`src/rtl/bgzf_block_header_parser_macros.svh`:
```
// Assertion helpers for the BGZF header parser
`ifndef BGZF_BLOCK_HEADER_PARSER_MACROS_SVH
`define BGZF_BLOCK_HEADER_PARSER_MACROS_SVH

`ifndef SYNTHESIS
`define BGZF_ASSERT_SAME(lbl, clk, rst_n, ante, cons, msg) \
  lbl: assert property (@(posedge clk) disable iff (!rst_n) (ante) |-> (cons)) \
    else $error(msg);
`define BGZF_ASSERT_NEXT(lbl, clk, rst_n, ante, cons, msg) \
  lbl: assert property (@(posedge clk) disable iff (!rst_n) (ante) |=> (cons)) \
    else $error(msg);
`else
`define BGZF_ASSERT_SAME(lbl, clk, rst_n, ante, cons, msg)
`define BGZF_ASSERT_NEXT(lbl, clk, rst_n, ante, cons, msg)
`endif

`endif

```
`src/rtl/bgzf_pkg.sv`:
```
package bgzf_pkg;

  localparam int DATA_W  = 8;
  localparam int SIZE_W  = 17;
  localparam int PAY_W   = 16;
  localparam int LEN_W   = 16;
  localparam int STAT_W  = 2;
  localparam int PHASE_W = 3;
  localparam int FIX_W   = 4;

  typedef logic [DATA_W-1:0]  byte_t;
  typedef logic [SIZE_W-1:0]  size_t;
  typedef logic [PAY_W-1:0]   pay_t;
  typedef logic [LEN_W-1:0]   len_t;
  typedef logic [STAT_W-1:0]  status_t;
  typedef logic [PHASE_W-1:0] phase_t;
  typedef logic [FIX_W-1:0]   fix_t;

  localparam phase_t PH_IDLE    = 3'd0;
  localparam phase_t PH_FIXED   = 3'd1;
  localparam phase_t PH_SUBHDR  = 3'd2;
  localparam phase_t PH_SUBDATA = 3'd3;
  localparam phase_t PH_SKIP    = 3'd4;

  localparam status_t ST_OK        = 2'd0;
  localparam status_t ST_BAD_MAGIC = 2'd1;
  localparam status_t ST_SHORT_XL  = 2'd2;
  localparam status_t ST_BAD_SIZE  = 2'd3;

  localparam byte_t MAGIC_0 = 8'd31;
  localparam byte_t MAGIC_1 = 8'h8b;
  localparam byte_t MAGIC_2 = 8'd8;
  localparam byte_t MAGIC_3 = 8'd4;

  localparam fix_t FIX_XLEN_LO = 4'd10;
  localparam fix_t FIX_XLEN_HI = 4'd11;

  localparam len_t  BC_TAG       = 16'h4243;
  localparam len_t  BC_LEN       = 16'd2;
  localparam len_t  MIN_XLEN     = 16'd6;
  localparam len_t  SUBHDR_BYTES = 16'd4;
  localparam size_t FIXED_HDR    = 17'd12;
  localparam size_t FOOTER_BYTES = 17'd8;

endpackage

```
`src/rtl/bgzf_in_if.sv`:
```
interface bgzf_in_if;
  import bgzf_pkg::*;

  logic  valid;
  logic  ready;
  byte_t data_byte;
  logic  block_start;

  modport source (output valid, output data_byte, output block_start, input ready);
  modport sink   (input valid, input data_byte, input block_start, output ready);
endinterface

```
`src/rtl/bgzf_out_if.sv`:
```
interface bgzf_out_if;
  import bgzf_pkg::*;

  logic    valid;
  logic    ready;
  status_t status;
  size_t   blk_size;
  size_t   header_size;
  pay_t    payload_size;

  modport source (output valid, output status, output blk_size, output header_size,
                  output payload_size, input ready);
  modport sink   (input valid, input status, input blk_size, input header_size,
                  input payload_size, output ready);
endinterface

```
`src/rtl/bgzf_block_header_parser.sv`:
```
// Channel   Dir  Beat payload                                        Handshake
// in_bus    in   data_byte[7:0], block_start                         valid/ready
// out_bus   out  status, blk_size, header_size, payload_size         valid/ready
//
// One header byte per cycle, unless an untaken status stalls it; the beat that ends the
// header gives a status by way of the input register, then the result register.
// Reset (rst_n low, synchronous) leaves the parser idle, waiting for block_start.
// A byte stalls in the input register only while the result register holds an
// untaken status; the input side keeps accepting while out_ready is high.
module bgzf_block_header_parser (
  input  logic               clk,
  input  logic               rst_n,
  bgzf_in_if.sink            in_bus,
  bgzf_out_if.source         out_bus
);
  import bgzf_pkg::*;
`include "bgzf_block_header_parser_macros.svh"

  logic    in_vld_r;
  byte_t   in_byte_r;
  logic    in_start_r;

  phase_t  phase_r, phase_nxt;
  fix_t    fixed_count_r, fixed_count_nxt;
  len_t    extra_length_r, extra_length_nxt;
  len_t    extra_left_r, extra_left_nxt;
  logic [1:0] sub_idx_r, sub_idx_nxt;
  len_t    sub_tag_r, sub_tag_nxt;
  len_t    sub_length_r, sub_length_nxt;
  len_t    sub_data_left_r, sub_data_left_nxt;
  size_t   found_size_r, found_size_nxt;

  logic    out_vld_r;
  status_t out_status_r;
  size_t   out_bsize_r;
  size_t   out_hsize_r;
  pay_t    out_psize_r;

  logic    emit;
  status_t emit_status;
  size_t   emit_bsize;
  size_t   emit_hsize;
  pay_t    emit_psize;

  logic    slot_free;
  logic    fire;

  assign slot_free    = !out_vld_r || out_bus.ready;
  assign fire         = in_vld_r && slot_free;
  assign in_bus.ready = !in_vld_r || slot_free;

  always_comb begin
    phase_t ph;
    fix_t   fc;
    len_t   xl;
    len_t   xleft;
    len_t   tag;
    len_t   slen;
    len_t   sdl;
    len_t   full_len;
    size_t  fs;
    size_t  hs;
    logic [SIZE_W:0] lim;
    logic [1:0] k;
    logic   bad;
    logic   bc_ok;
    logic   go_next;

    ph       = phase_r;
    fc       = fixed_count_r;
    xl       = extra_length_r;
    xleft    = extra_left_r;
    k        = sub_idx_r;
    tag      = sub_tag_r;
    slen     = sub_length_r;
    sdl      = sub_data_left_r;
    fs       = found_size_r;
    hs       = '0;
    lim      = '0;
    full_len = '0;
    bad      = 1'b0;
    bc_ok    = 1'b0;
    go_next  = 1'b0;

    emit        = 1'b0;
    emit_status = ST_OK;
    emit_bsize  = '0;
    emit_hsize  = '0;
    emit_psize  = '0;

    if (in_start_r) begin
      ph    = PH_FIXED;
      fc    = '0;
      xl    = '0;
      xleft = '0;
      k     = '0;
      tag   = '0;
      slen  = '0;
      sdl   = '0;
      fs    = '0;
    end

    if (ph == PH_FIXED) begin
      unique case (fc)
        4'd0:    bad = in_byte_r != MAGIC_0;
        4'd1:    bad = in_byte_r != MAGIC_1;
        4'd2:    bad = in_byte_r != MAGIC_2;
        4'd3:    bad = in_byte_r != MAGIC_3;
        default: bad = 1'b0;
      endcase
      if (bad) begin
        emit        = 1'b1;
        emit_status = ST_BAD_MAGIC;
        ph          = PH_IDLE;
      end else begin
        if (fc == FIX_XLEN_LO) xl = {8'd0, in_byte_r};
        if (fc == FIX_XLEN_HI) xl = {in_byte_r, xl[7:0]};
        if (fc == FIX_XLEN_HI) begin
          if (xl < MIN_XLEN) begin
            emit        = 1'b1;
            emit_status = ST_SHORT_XL;
            emit_hsize  = FIXED_HDR + {1'b0, xl};
            ph          = PH_IDLE;
          end else begin
            xleft = xl;
            k     = '0;
            ph    = (xleft >= SUBHDR_BYTES) ? PH_SUBHDR : PH_SKIP;
          end
        end
        fc = fc + 4'd1;
      end
    end else if (ph != PH_IDLE) begin
      if (xleft != '0) xleft = xleft - 16'd1;
      case (ph)
        PH_SUBHDR: begin
          case (k)
            2'd0: tag = {in_byte_r, 8'd0};
            2'd1: tag = {tag[15:8], in_byte_r};
            2'd2: slen = {8'd0, in_byte_r};
            default: begin
              full_len = {in_byte_r, slen[7:0]};
              bc_ok    = (tag == BC_TAG) && (full_len == BC_LEN) && (full_len <= xleft);
              sdl      = (full_len < xleft) ? full_len : xleft;
              slen     = bc_ok ? BC_LEN : '0;
              if (sdl == '0) go_next = 1'b1;
              else ph = PH_SUBDATA;
            end
          endcase
          k = k + 2'd1;
        end
        PH_SUBDATA: begin
          if (sdl != '0) sdl = sdl - 16'd1;
          if (slen == BC_LEN) begin
            if (sdl == 16'd1) tag = {8'd0, in_byte_r};
            else if (sdl == '0) fs = {1'b0, in_byte_r, tag[7:0]} + 17'd1;
          end
          if (sdl == '0) go_next = 1'b1;
        end
        default: ;
      endcase
      if (go_next) begin
        k  = '0;
        ph = (xleft >= SUBHDR_BYTES) ? PH_SUBHDR : PH_SKIP;
      end
      if (xleft == '0) begin
        hs         = FIXED_HDR + {1'b0, xl};
        lim        = {1'b0, hs} + {1'b0, FOOTER_BYTES};
        emit       = 1'b1;
        emit_bsize = fs;
        emit_hsize = hs;
        ph         = PH_IDLE;
        if ({1'b0, fs} <= lim) begin
          emit_status = ST_BAD_SIZE;
        end else begin
          emit_status = ST_OK;
          emit_psize  = PAY_W'(fs - hs - FOOTER_BYTES);
        end
      end
    end

    phase_nxt         = ph;
    fixed_count_nxt   = fc;
    extra_length_nxt  = xl;
    extra_left_nxt    = xleft;
    sub_idx_nxt       = k;
    sub_tag_nxt       = tag;
    sub_length_nxt    = slen;
    sub_data_left_nxt = sdl;
    found_size_nxt    = fs;
  end

  always_ff @(posedge clk) begin
    if (!rst_n) begin
      in_vld_r <= 1'b0;
    end else if (in_bus.ready) begin
      in_vld_r <= in_bus.valid;
    end
  end

  always_ff @(posedge clk) begin
    if (in_bus.ready && in_bus.valid) begin
      in_byte_r  <= in_bus.data_byte;
      in_start_r <= in_bus.block_start;
    end
  end

  always_ff @(posedge clk) begin
    if (!rst_n) begin
      phase_r         <= PH_IDLE;
      fixed_count_r   <= '0;
      extra_length_r  <= '0;
      extra_left_r    <= '0;
      sub_idx_r       <= '0;
      sub_tag_r       <= '0;
      sub_length_r    <= '0;
      sub_data_left_r <= '0;
      found_size_r    <= '0;
    end else if (fire) begin
      phase_r         <= phase_nxt;
      fixed_count_r   <= fixed_count_nxt;
      extra_length_r  <= extra_length_nxt;
      extra_left_r    <= extra_left_nxt;
      sub_idx_r       <= sub_idx_nxt;
      sub_tag_r       <= sub_tag_nxt;
      sub_length_r    <= sub_length_nxt;
      sub_data_left_r <= sub_data_left_nxt;
      found_size_r    <= found_size_nxt;
    end
  end

  always_ff @(posedge clk) begin
    if (!rst_n) begin
      out_vld_r <= 1'b0;
    end else if (fire && emit) begin
      out_vld_r <= 1'b1;
    end else if (out_bus.ready) begin
      out_vld_r <= 1'b0;
    end
  end

  always_ff @(posedge clk) begin
    if (fire && emit) begin
      out_status_r <= emit_status;
      out_bsize_r  <= emit_bsize;
      out_hsize_r  <= emit_hsize;
      out_psize_r  <= emit_psize;
    end
  end

  assign out_bus.valid        = out_vld_r;
  assign out_bus.status       = out_status_r;
  assign out_bus.blk_size     = out_bsize_r;
  assign out_bus.header_size  = out_hsize_r;
  assign out_bus.payload_size = out_psize_r;

  // ok status: sizes are consistent
  `BGZF_ASSERT_SAME(a_ok_sizes, clk, rst_n, out_vld_r && out_status_r == ST_OK,
                    {1'b0, out_bsize_r} == {1'b0, out_hsize_r} + {2'b0, out_psize_r}
                      + {1'b0, FOOTER_BYTES},
                    "ok status with inconsistent sizes")
  // bad magic carries no sizes
  `BGZF_ASSERT_SAME(a_magic_zero, clk, rst_n, out_vld_r && out_status_r == ST_BAD_MAGIC,
                    out_bsize_r == '0 && out_hsize_r == '0 && out_psize_r == '0,
                    "bad magic with nonzero sizes")
  // fixed header count never passes the XLEN bytes
  `BGZF_ASSERT_SAME(a_fix_range, clk, rst_n, phase_r == PH_FIXED,
                    fixed_count_r <= FIX_XLEN_HI, "fixed header count overran")
  // data phase always has bytes outstanding
  `BGZF_ASSERT_SAME(a_data_left, clk, rst_n, phase_r == PH_SUBDATA,
                    sub_data_left_r != '0 && extra_left_r != '0,
                    "subfield data phase with nothing left")
  // a status is produced only by an input beat
  `BGZF_ASSERT_NEXT(a_emit_src, clk, rst_n, !out_vld_r && !fire, !out_vld_r,
                    "status appeared without an input beat")

endmodule

```
`src/flat_wrapper.sv`:
```
// flat-port wrapper written by rule: the top's interface ports become plain ports
module bgzf_block_header_parser_flat import bgzf_pkg::*;
  (clk, rst_n, in_bus_valid, in_bus_data_byte, in_bus_block_start, in_bus_ready, out_bus_valid, out_bus_status, out_bus_blk_size, out_bus_header_size, out_bus_payload_size, out_bus_ready);
  bgzf_in_if in_bus_i ();
  bgzf_out_if out_bus_i ();
  input  logic clk;
  input  logic rst_n;
  input wire logic [$bits(in_bus_i.valid)-1:0] in_bus_valid;
  input wire logic [$bits(in_bus_i.data_byte)-1:0] in_bus_data_byte;
  input wire logic [$bits(in_bus_i.block_start)-1:0] in_bus_block_start;
  output wire logic [$bits(in_bus_i.ready)-1:0] in_bus_ready;
  output wire logic [$bits(out_bus_i.valid)-1:0] out_bus_valid;
  output wire logic [$bits(out_bus_i.status)-1:0] out_bus_status;
  output wire logic [$bits(out_bus_i.blk_size)-1:0] out_bus_blk_size;
  output wire logic [$bits(out_bus_i.header_size)-1:0] out_bus_header_size;
  output wire logic [$bits(out_bus_i.payload_size)-1:0] out_bus_payload_size;
  input wire logic [$bits(out_bus_i.ready)-1:0] out_bus_ready;
  assign in_bus_i.valid = in_bus_valid;
  assign in_bus_i.data_byte = in_bus_data_byte;
  assign in_bus_i.block_start = in_bus_block_start;
  assign in_bus_ready = in_bus_i.ready;
  assign out_bus_valid = out_bus_i.valid;
  assign out_bus_status = out_bus_i.status;
  assign out_bus_blk_size = out_bus_i.blk_size;
  assign out_bus_header_size = out_bus_i.header_size;
  assign out_bus_payload_size = out_bus_i.payload_size;
  assign out_bus_i.ready = out_bus_ready;
  bgzf_block_header_parser u_core (.clk(clk), .rst_n(rst_n), .in_bus(in_bus_i), .out_bus(out_bus_i));
endmodule
```
`config.mk`:
```
export PLATFORM = sky130hd
export DESIGN_NAME = bgzf_block_header_parser_flat
export DESIGN_NICKNAME = d
export VERILOG_FILES = /design/src/rtl/bgzf_pkg.sv /design/src/rtl/bgzf_in_if.sv /design/src/rtl/bgzf_out_if.sv /design/src/rtl/bgzf_block_header_parser.sv /design/src/flat_wrapper.sv
export VERILOG_INCLUDE_DIRS = /design/src /design/src/rtl
export SDC_FILE = /design/constraint.sdc
export NUM_CORES = 1
export LEC_CHECK = 0
export BUFFER_PORTS_ARGS = -buffer_cell sky130_fd_sc_hd__buf_2
export CAP_MARGIN = 15
export CORE_MARGIN = 4
export CORE_UTILIZATION = 50
export DETAILED_ROUTE_END_ITERATION = 16
export GPL_ROUTABILITY_DRIVEN = 0
export HOLD_SLACK_MARGIN = 0.05
export PLACE_DENSITY = 0.74
export RECOVER_POWER = 50
export REMOVE_ABC_BUFFERS = 1
export SLEW_MARGIN = 15
export SYNTH_ARGS = -nofsm -noshare
export SYNTH_HDL_FRONTEND = slang
export SYNTH_SLANG_ARGS = --single-unit
```
`constraint.sdc`:
```
create_clock -name clk -period 6.35 [get_ports clk]
set_input_delay 0.9525 -clock clk [delete_from_list [all_inputs] [get_ports clk]]
set_output_delay 0.9525 -clock clk [all_outputs]
set_load 0.05 [all_outputs]
```
==> flow_metrics.env, run 1 <==
export IMPL_route_vias_total=12300
export IMPL_worstSetupPathType="flip-flop to flip-flop"
export IMPL_maximum_number_of_pins_on_one_net_before_global_route_repair=70
export IMPL_cp_required_ns=6.52
export IMPL_cts_root_buffer_cell="clkbuf_16"
export IMPL_insertedDiodeCount=0
export IMPL_cellLeakagePower_nw=5.40
export IMPL_placement_rows=57
export IMPL_global_route_overflow_total=0
export IMPL_ys_dominant_reg_cell="dfxtp_1"
export IMPL_hold_slack_ns=0.425
export IMPL_r2r_worst_path_cells=24
export IMPL_fill_count=2310
export IMPL_syn_area_um2=12500
export IMPL_critPathMaxStageDelay_ns=0.56
export IMPL_fin_cells=1933
export IMPL_routed_wirelength_um=38200
export IMPL_number_of_enable_flip_flop_cells_after_synthesis=61
export IMPL_hpwlAfterDp_um=26800
export IMPL_run_status="finished with violations"
export IMPL_fin_tns_setup_ns=0
export IMPL_drv_max_cap_violation_count=3
export IMPL_clk_pin_slew_worst_paths_ns=0.07
export IMPL_syn_avg_cell_area_um2=7.95
export IMPL_layout_worst_path_cycle_share_pct=92.2
export IMPL_irDropWorstVdd_mv=0.165
export IMPL_route_detailed_vias_per_inst=6.38
export IMPL_rr_endpoint="u_core.out_bus.payload_size[15]"
export IMPL_die_w_um=166
export IMPL_worstReg2RegStart="u_core.in_start_r"
export IMPL_grt_pass1_vias=11500
export IMPL_cell_chain_of_the_critical_path="inv_1 -> nand2_1 -> ha_1 -> o21a_1 -> o221ai_2 -> a211o_1 -> a211o_1 -> a2111o_2 -> buf_4 -> mux2_2 -> ha_1 -> inv_1 -> ha_1 -> inv_1 -> fa_1 -> nor2b_1 -> o21ai_0 -> nand2b_1 -> a21o_1 -> a31o_2 -> a211oi_1 -> o31ai_2 -> o21ai_1 -> nor3b_1"
export IMPL_die_height_um=166
export IMPL_timing_clock_skew_ns=0.0149
export IMPL_design_power_total_mw=2.53
export IMPL_violations_in_the_final_reports="max-capacitance violations, max-slew violations"
export IMPL_finish_instance_area_um2=13600
export IMPL_asyncSetResetFlopFracSynth_pct=0
export IMPL_crit_path_end_kind="flip-flop"
export IMPL_startpoint_type="flip-flop"
export IMPL_firstDrtPassIters=7
export IMPL_report_final_setup_viol=0
export IMPL_worst_pin_slew_ns=2.97
export IMPL_num_nets_final=1687
export IMPL_tritoncts="done"
export IMPL_grt_first_pass_wirelength_um=60500
export IMPL_r2r_setup_slack_ns=0.50
export IMPL_place_inst=1901
export IMPL_arrival_ns=6.03
export IMPL_syn2layout_area_growth_pct=8.21
export IMPL_antenna_violations_before_repair=0
export IMPL_ant_nets=0
export IMPL_place_port_buffers=66
export IMPL_maxClockFrequency_mhz=171
export IMPL_yosys_warnings=0
export IMPL_timing_max_transition_violations_final=77
export IMPL_drive_gt1_share_pct=7.15
export IMPL_rsz0062_at_grt="no"
export IMPL_clock_insertion_delay_at_the_later_pin_of_the_skew_report_ns=0.45
export IMPL_floorplan_die_area_um2=27700
export IMPL_timing_critical_path_slowest_stage_cell="a2111o_2"
export IMPL_h_tree_depth=4
export IMPL_startpoint_of_the_worst_hold_path="u_core.sub_length_r[15]"
export IMPL_hold_depth=2
export IMPL_p_per_area_nw_per_um2=187
export IMPL_drc_errors=0
export IMPL_count_of_pins_on_the_block_boundary=67
export IMPL_post_synth_num_cell_types=86
export IMPL_routedWlPerCell_um=19.7
export IMPL_worst_path_max_fanout=18
export IMPL_fin_hold_viols=0
export IMPL_initial_core_util_pct=51.1
export IMPL_timing_slew_headroom_pct=-98.6
export IMPL_hold_removal_path_class="flip-flop to flip-flop"
export IMPL_fp_coreArea_um2=24500
export IMPL_fin_crit_ns=5.85
export IMPL_synth_seq_cells=169
export IMPL_syn_inst=1579
export IMPL_endpoint_with_the_worst_hold_slack="u_core.sub_length_r[15]"
export IMPL_cts_buffers=17
export IMPL_sequential_cell_area_fraction_in_the_yosys_report_pct=31.8
export IMPL_clk_path_buf_depth=2
export IMPL_cts_sink_count=169
export IMPL_postPlaceCellArea_um2=13100
export IMPL_gr_usage_all_layers_pct=26.3
export IMPL_drt_iter0_drc=1285
[timing repair]
action / 4_1_cts / 5_1_grt
hold buffers: 0 / 0
setup endpoints to repair: 0 / 1
gates resized for setup: 0 / 2
buffers inserted: 0 / 0
[worst max-delay path by stage]
stage / endpoint / cells past startpoint / slack [ns] / startpoint
6_report: u_core.out_bus.payload_size[15] / 24 / 0.50 / u_core.in_start_r
5_1_grt: u_core.out_bus.payload_size[4] / 23 / 0.12 / u_core.in_start_r
4_1_cts: u_core.out_bus.payload_size[15] / 24 / 0.48 / u_core.in_start_r
3_5_place_dp: u_core.out_bus.payload_size[14] / 22 / 0.54 / u_core.in_start_r
3_3_place_gp: u_core.sub_data_left_r[2] / 20 / 0.71 / u_core.in_start_r
2_1_floorplan: u_core.out_bus.blk_size[0] / 12 / -3.15 / u_core.in_start_r
[cells in the mapped netlist, types with 5 or more instances]
cell	instances	area share [%]
or2_2	13	0.65
and2_1	17	0.85
nand2b_1	16	0.80
or3_1	14	0.70
a211oi_1	15	0.90
ha_1	76	7.6
a32oi_1	6	0.42
edfxtp_1	61	15
a22o_1	10	0.70
nand2_1	118	3.5
o221ai_1	14	0.98
a22oi_1	31	1.9
nand4_1	25	1.2
xor2_1	20	1.4
xnor2_1	30	2.1
a2bb2oi_1	5	0.35
buf_1	14	0.42
nand3_1	40	1.6
a21oi_1	109	4.3
mux2i_1	30	2.4
nor2_1	205	6.1
o21ai_0	85	3.4
a31oi_1	24	1.2
nand3b_1	7	0.42
and4_1	7	0.49
a221oi_1	7	0.49
inv_1	94	2.8
o22ai_1	7	0.35
and3_1	18	0.90
mux2_2	10	0.90
nor3b_1	7	0.42
dfxtp_1	108	17
o211ai_1	10	0.60
nor3_1	46	1.8
nor2b_1	26	1.3
buf_2	15	0.60
nor4_1	25	1.2
a21o_1	15	0.90
or4_1	15	0.90
o21ai_1	9	0.36
o21a_1	6	0.36
o31ai_1	8	0.48
clkbuf_1	72	2.2
[sequential cells by signal (all words and copies together), names as in the netlist]
name and cells:
u_core.out_bus.blk_size 17, u_core.sub_idx_r 2, u_core.extra_length_r 16, u_core.out_bus.status 2, u_core.extra_left_r 16, u_core.fixed_count_r 4, u_core.sub_data_left_r 16, u_core.found_size_r 17
u_core.sub_tag_r 16, u_core.out_bus.valid 1, u_core.in_vld_r 1, u_core.out_bus.header_size 17, u_core.phase_r 3, u_core.in_byte_r 8, u_core.in_start_r 1, u_core.out_bus.payload_size 16
u_core.sub_length_r 16
[stage by stage]
step	worst slack [ns]	util (%)
finish	0.496	55.3
detailed placement	0.539	53.6
global placement	0.714	53.6
global route	0.122	55.3
CTS	0.482	55.9
floorplan	-3.15	-
[layout make-up]
class	instances	area, µm²	area share [%]
multi-input cells	1205	7700	56.7
flip-flops and latches	169	3990	29.4
repair buffers	105	543	4.00
clock buffers	18	429	3.16
well taps	324	405	2.99
inverters	98	368	2.71
clock inverters	14	135	0.995
[layer usage]
| layer | vias up | part of all wire (%) | global-route usage [%] |
|---|---|---|---|
| met4 | 0 | 3.8 | 10.8 |
| met3 | 121 | 10 | 5.40 |
| met5 | - | 0 | 0 |
| li1 | 5793 | - | - |
| met1 | 5702 | 41 | 35.2 |
| met2 | 723 | 45 | 41.6 |
[critical path: cells and delay by family, from the launching register on]
family                     cells  cell delay, ns
muxes                          1            0.33
adders and majority gates      4            1.08
buffers and inverters          4            0.47
DFF                            1            0.41
and+or+nand+nor                4            0.60
AOI/OAI and AO/OA             11            2.66
[cell families (layout without fill, tap and decap cells)]
family / count (synthesis) / in the layout / synth area share (%)
xor+xnor: 50 / 50 / 3.49
mux: 41 / 41 / 3.40
compound gates: 422 / 422 / 22.5
buf+inv: 205 / 235 / 6.58
simple gates: 614 / 614 / 24.3
flops: 169 / 169 / 31.8
fa+ha+maj: 78 / 78 / 7.90
[cells in the final DEF, fill, tap and decap left out, drive strengths merged, types with 8 or more instances in the layout]
| cell | synthesis | layout |
|---|---|---|
| a22oi | 31 | 31 |
| or3 | 14 | 14 |
| nor3 | 46 | 46 |
| nor4 | 26 | 26 |
| nand4 | 25 | 25 |
| dfxtp | 108 | 108 |
| or4 | 16 | 16 |
| xor2 | 20 | 20 |
| or2 | 14 | 14 |
| o31ai | 8 | 8 |
| a31oi | 27 | 27 |
| mux2 | 10 | 10 |
| nor2 | 206 | 206 |
| xnor2 | 30 | 30 |
| o221ai | 15 | 15 |
| ha | 76 | 76 |
| a211oi | 15 | 15 |
| clkbuf | 72 | 80 |
| a22o | 10 | 10 |
| nand2b | 16 | 16 |
| and2 | 18 | 18 |
| mux2i | 31 | 31 |
| edfxtp | 61 | 61 |
| a21o | 15 | 15 |
| buf | 35 | 43 |
| nor2b | 26 | 26 |
| a21oi | 109 | 109 |
| o21ai | 95 | 95 |
| and3 | 19 | 19 |
| nand2 | 118 | 118 |
| o211ai | 10 | 10 |
| nand3 | 40 | 40 |
| inv | 98 | 104 |
[power by group]
part           internal (mW)  switching (mW)  total (mW)
clock network          0.548           0.486        1.03
logic                  0.104           0.238       0.342
registers               1.14          0.0209        1.16
(Power assumes the default switching activity.)
==> inputs of run 2 (changes only) <==
--- a/config.mk
+++ b/config.mk
@@ -10,3 +10,2 @@
 export CAP_MARGIN = 15
-export CORE_MARGIN = 4
 export CORE_UTILIZATION = 50
@@ -17,3 +16,2 @@
 export RECOVER_POWER = 50
-export REMOVE_ABC_BUFFERS = 1
 export SLEW_MARGIN = 15
==> constraint.sdc (replaced) <==
create_clock -name clk -period 6.35 [get_ports clk]
set_input_delay 0.3175 -clock clk [delete_from_list [all_inputs] [get_ports clk]]
set_output_delay 0.3175 -clock clk [all_outputs]
set_load 0.05 [all_outputs]
==> run 2 against run 1 <==
  * The run still ends with max-capacitance violations, max-slew violations left
  * First-iteration DRC count is 6.9% lower
  * Hold slack got worse by 0.33 ns
  * Non-clock buffer count increased by 5
  * Critical endpoint is now u_core.sub_data_left_r[7]
  * Largest cell class unchanged
==> flow_metrics.env, run 2 (same netlist as run 1, synthesis figures left out) <==
export IMPL_run_status="finished with violations"
export IMPL_violations_in_the_final_reports="max-capacitance violations, max-slew violations"
export IMPL_hpwlAfterDp_um=26900
export IMPL_fp_coreArea_um2=24500
export IMPL_timing_clock_skew_ns=0.0199
export IMPL_floorplan_die_area_um2=25700
export IMPL_crit_path_end_kind="flip-flop"
export IMPL_r2r_setup_slack_ns=0.36
export IMPL_clock_insertion_delay_at_the_later_pin_of_the_skew_report_ns=0.45
export IMPL_post_cts_resized_instances=0
export IMPL_worst_path_max_fanout=31
export IMPL_hold_removal_path_class="input port to flip-flop"
export IMPL_timing_max_transition_violations_final=96
export IMPL_fin_crit_ns=5.99
export IMPL_h_tree_depth=4
export IMPL_clk_pin_slew_worst_paths_ns=0.08
export IMPL_postCtsSetupBuffers=0
export IMPL_die_height_um=160
export IMPL_routed_wirelength_um=37800
export IMPL_syn2layout_area_growth_pct=8.80
export IMPL_place_inst=1898
export IMPL_p_per_area_nw_per_um2=188
export IMPL_arrival_ns=6.17
export IMPL_grt_pass1_vias=11800
export IMPL_cts_hold_buf=8
export IMPL_gr_usage_all_layers_pct=29.5
export IMPL_mostFrequentLayoutCell="nor2_1"
export IMPL_report_final_setup_viol=0
export IMPL_cts_sink_count=169
export IMPL_cts_buffers=17
export IMPL_r2r_worst_path_cells=19
export IMPL_rsz0062_at_grt="no"
export IMPL_critical_path_startpoint="u_core.in_start_r"
export IMPL_pre_cts_slack_ns=0.442
export IMPL_num_nets_final=1692
export IMPL_die_w_um=160
export IMPL_worstReg2RegStart="u_core.in_start_r"
export IMPL_cts_root_buffer_cell="clkbuf_16"
export IMPL_timing_slew_headroom_pct=-99.5
export IMPL_drv_max_cap_violation_count=3
export IMPL_cellLeakagePower_nw=5.45
export IMPL_cell_chain_of_the_critical_path="buf_4 -> nor2b_1 -> inv_1 -> ha_1 -> or4b_1 -> and4bb_2 -> mux2i_1 -> inv_1 -> ha_1 -> nand4_1 -> or4_1 -> a21oi_1 -> or4_1 -> buf_4 -> o31a_1 -> o22ai_1 -> mux2_2 -> o221ai_1 -> a21oi_1"
export IMPL_drive_gt1_share_pct=6.94
export IMPL_fin_hold_viols=0
export IMPL_layout_setup_ws_ns=0.357
export IMPL_layout_worst_path_cycle_share_pct=94.4
export IMPL_grt_first_pass_wirelength_um=60900
export IMPL_maximum_number_of_pins_on_one_net_before_global_route_repair=68
export IMPL_rr_endpoint="u_core.sub_data_left_r[7]"
export IMPL_hold_slack_ns=0.0997
export IMPL_route_vias_total=12500
export IMPL_critPathMaxStageDelay_ns=0.69
export IMPL_worst_pin_slew_ns=2.98
export IMPL_drt_iter0_drc=1196
export IMPL_route_detailed_vias_per_inst=6.43
export IMPL_global_route_overflow_total=0
export IMPL_timing_critical_path_to="u_core.sub_data_left_r[7]"
export IMPL_placement_rows=57
export IMPL_count_of_pins_on_the_block_boundary=67
export IMPL_fin_cells=1938
export IMPL_timing_critical_path_slowest_stage_cell="or4b_1"
export IMPL_final_cell_mix="nor2_1, nand2_1, a21oi_1, dfxtp_1, inv_1"
export IMPL_routedWlPerCell_um=19.5
export IMPL_antenna_violations_before_repair=0
export IMPL_worstSetupPathType="flip-flop to flip-flop"
export IMPL_ant_nets=0
export IMPL_initial_core_util_pct=51.3
export IMPL_clk_path_buf_depth=2
export IMPL_cp_required_ns=6.53
export IMPL_place_port_buffers=66
export IMPL_maxClockFrequency_mhz=167
export IMPL_fin_tns_setup_ns=0
export IMPL_irDropWorstVdd_mv=0.144
export IMPL_insertedDiodeCount=0
export IMPL_drc_errors=0
export IMPL_syn_num_nets=1670
export IMPL_tritoncts="done"
export IMPL_startpoint_type="flip-flop"
export IMPL_firstDrtPassIters=6
-- run 2: changes by cell type in the layout (fill, tap and decap cells not counted), moves of 2 or more --
cell,previous run,this run
dlygate4sd3_1,0,8
mux2_1,0,2
inv_6,4,2
mux2_2,10,8
inv_8,2,6
clkbuf_1,63,58
clkinv_4,2,0
inv_12,0,2
clkinv_8,0,2
-- run 2: worst max-delay path, delay by kind of cell, from the launching register on --
family,cells,cell delay (ns)
buffers and inverters,4,0.87
AOI/OAI and AO/OA,5,0.63
DFF,1,0.36
and+or+nand+nor,6,2.40
adders and majority gates,2,0.63
muxes,2,0.79
-- run 2: per-layer routing --
layer,GRT usage (%),routed length (µm)
met5,0,0
met4,15.8,1840
met3,5.63,3430
met2,47.5,17200
met1,37.2,15300
-- run 2: layout make-up --
type | count | area [µm²]
Fill cell | 2299 | 10800
Inverter | 98 | 368
Sequential cell | 169 | 3990
Tap cell | 324 | 405
Clock buffer | 17 | 425
Multi-Input combinational cell | 1205 | 7690
Clock inverter | 15 | 169
Timing Repair Buffer | 110 | 601
-- run 2: power by group --
group	internal [mW]	total (mW)	switching (mW)	leakage (nW)
Sequential	1.14	1.15	0.0169	1.51
Clock	0.534	1.07	0.536	0.285
Combinational	0.107	0.346	0.239	3.65
Total	1.78	2.57	0.792	5.45
-- run 2: through the flow --
| stage | total power, mW | util (%) | area, µm² |
|---|---|---|---|
| finish | 2.57 | 55.8 | 13600 |
| detailed placement | 1.51 | 53.6 | 13100 |
| CTS | 2.57 | 56.3 | 13800 |
| floorplan | 1.41 | - | 12500 |
| global placement | 1.51 | 53.6 | 13100 |
| global route | 2.65 | 55.8 | 13600 |
-- run 2: worst min-delay path by stage --
stage                            start                 endpoint  slack, ns  cells after the start
2_1_floorplan  u_core.sub_length_r[11]  u_core.sub_length_r[11]       0.41                      2
3_3_place_gp   u_core.sub_length_r[10]  u_core.sub_length_r[10]       0.42                      2
3_5_place_dp   u_core.sub_length_r[13]  u_core.sub_length_r[13]       0.42                      2
4_1_cts             in_bus_block_start        u_core.in_start_r       0.09                      1
5_1_grt                   in_bus_valid          u_core.in_vld_r       0.11                      3
6_report                  in_bus_valid          u_core.in_vld_r        0.1                      3
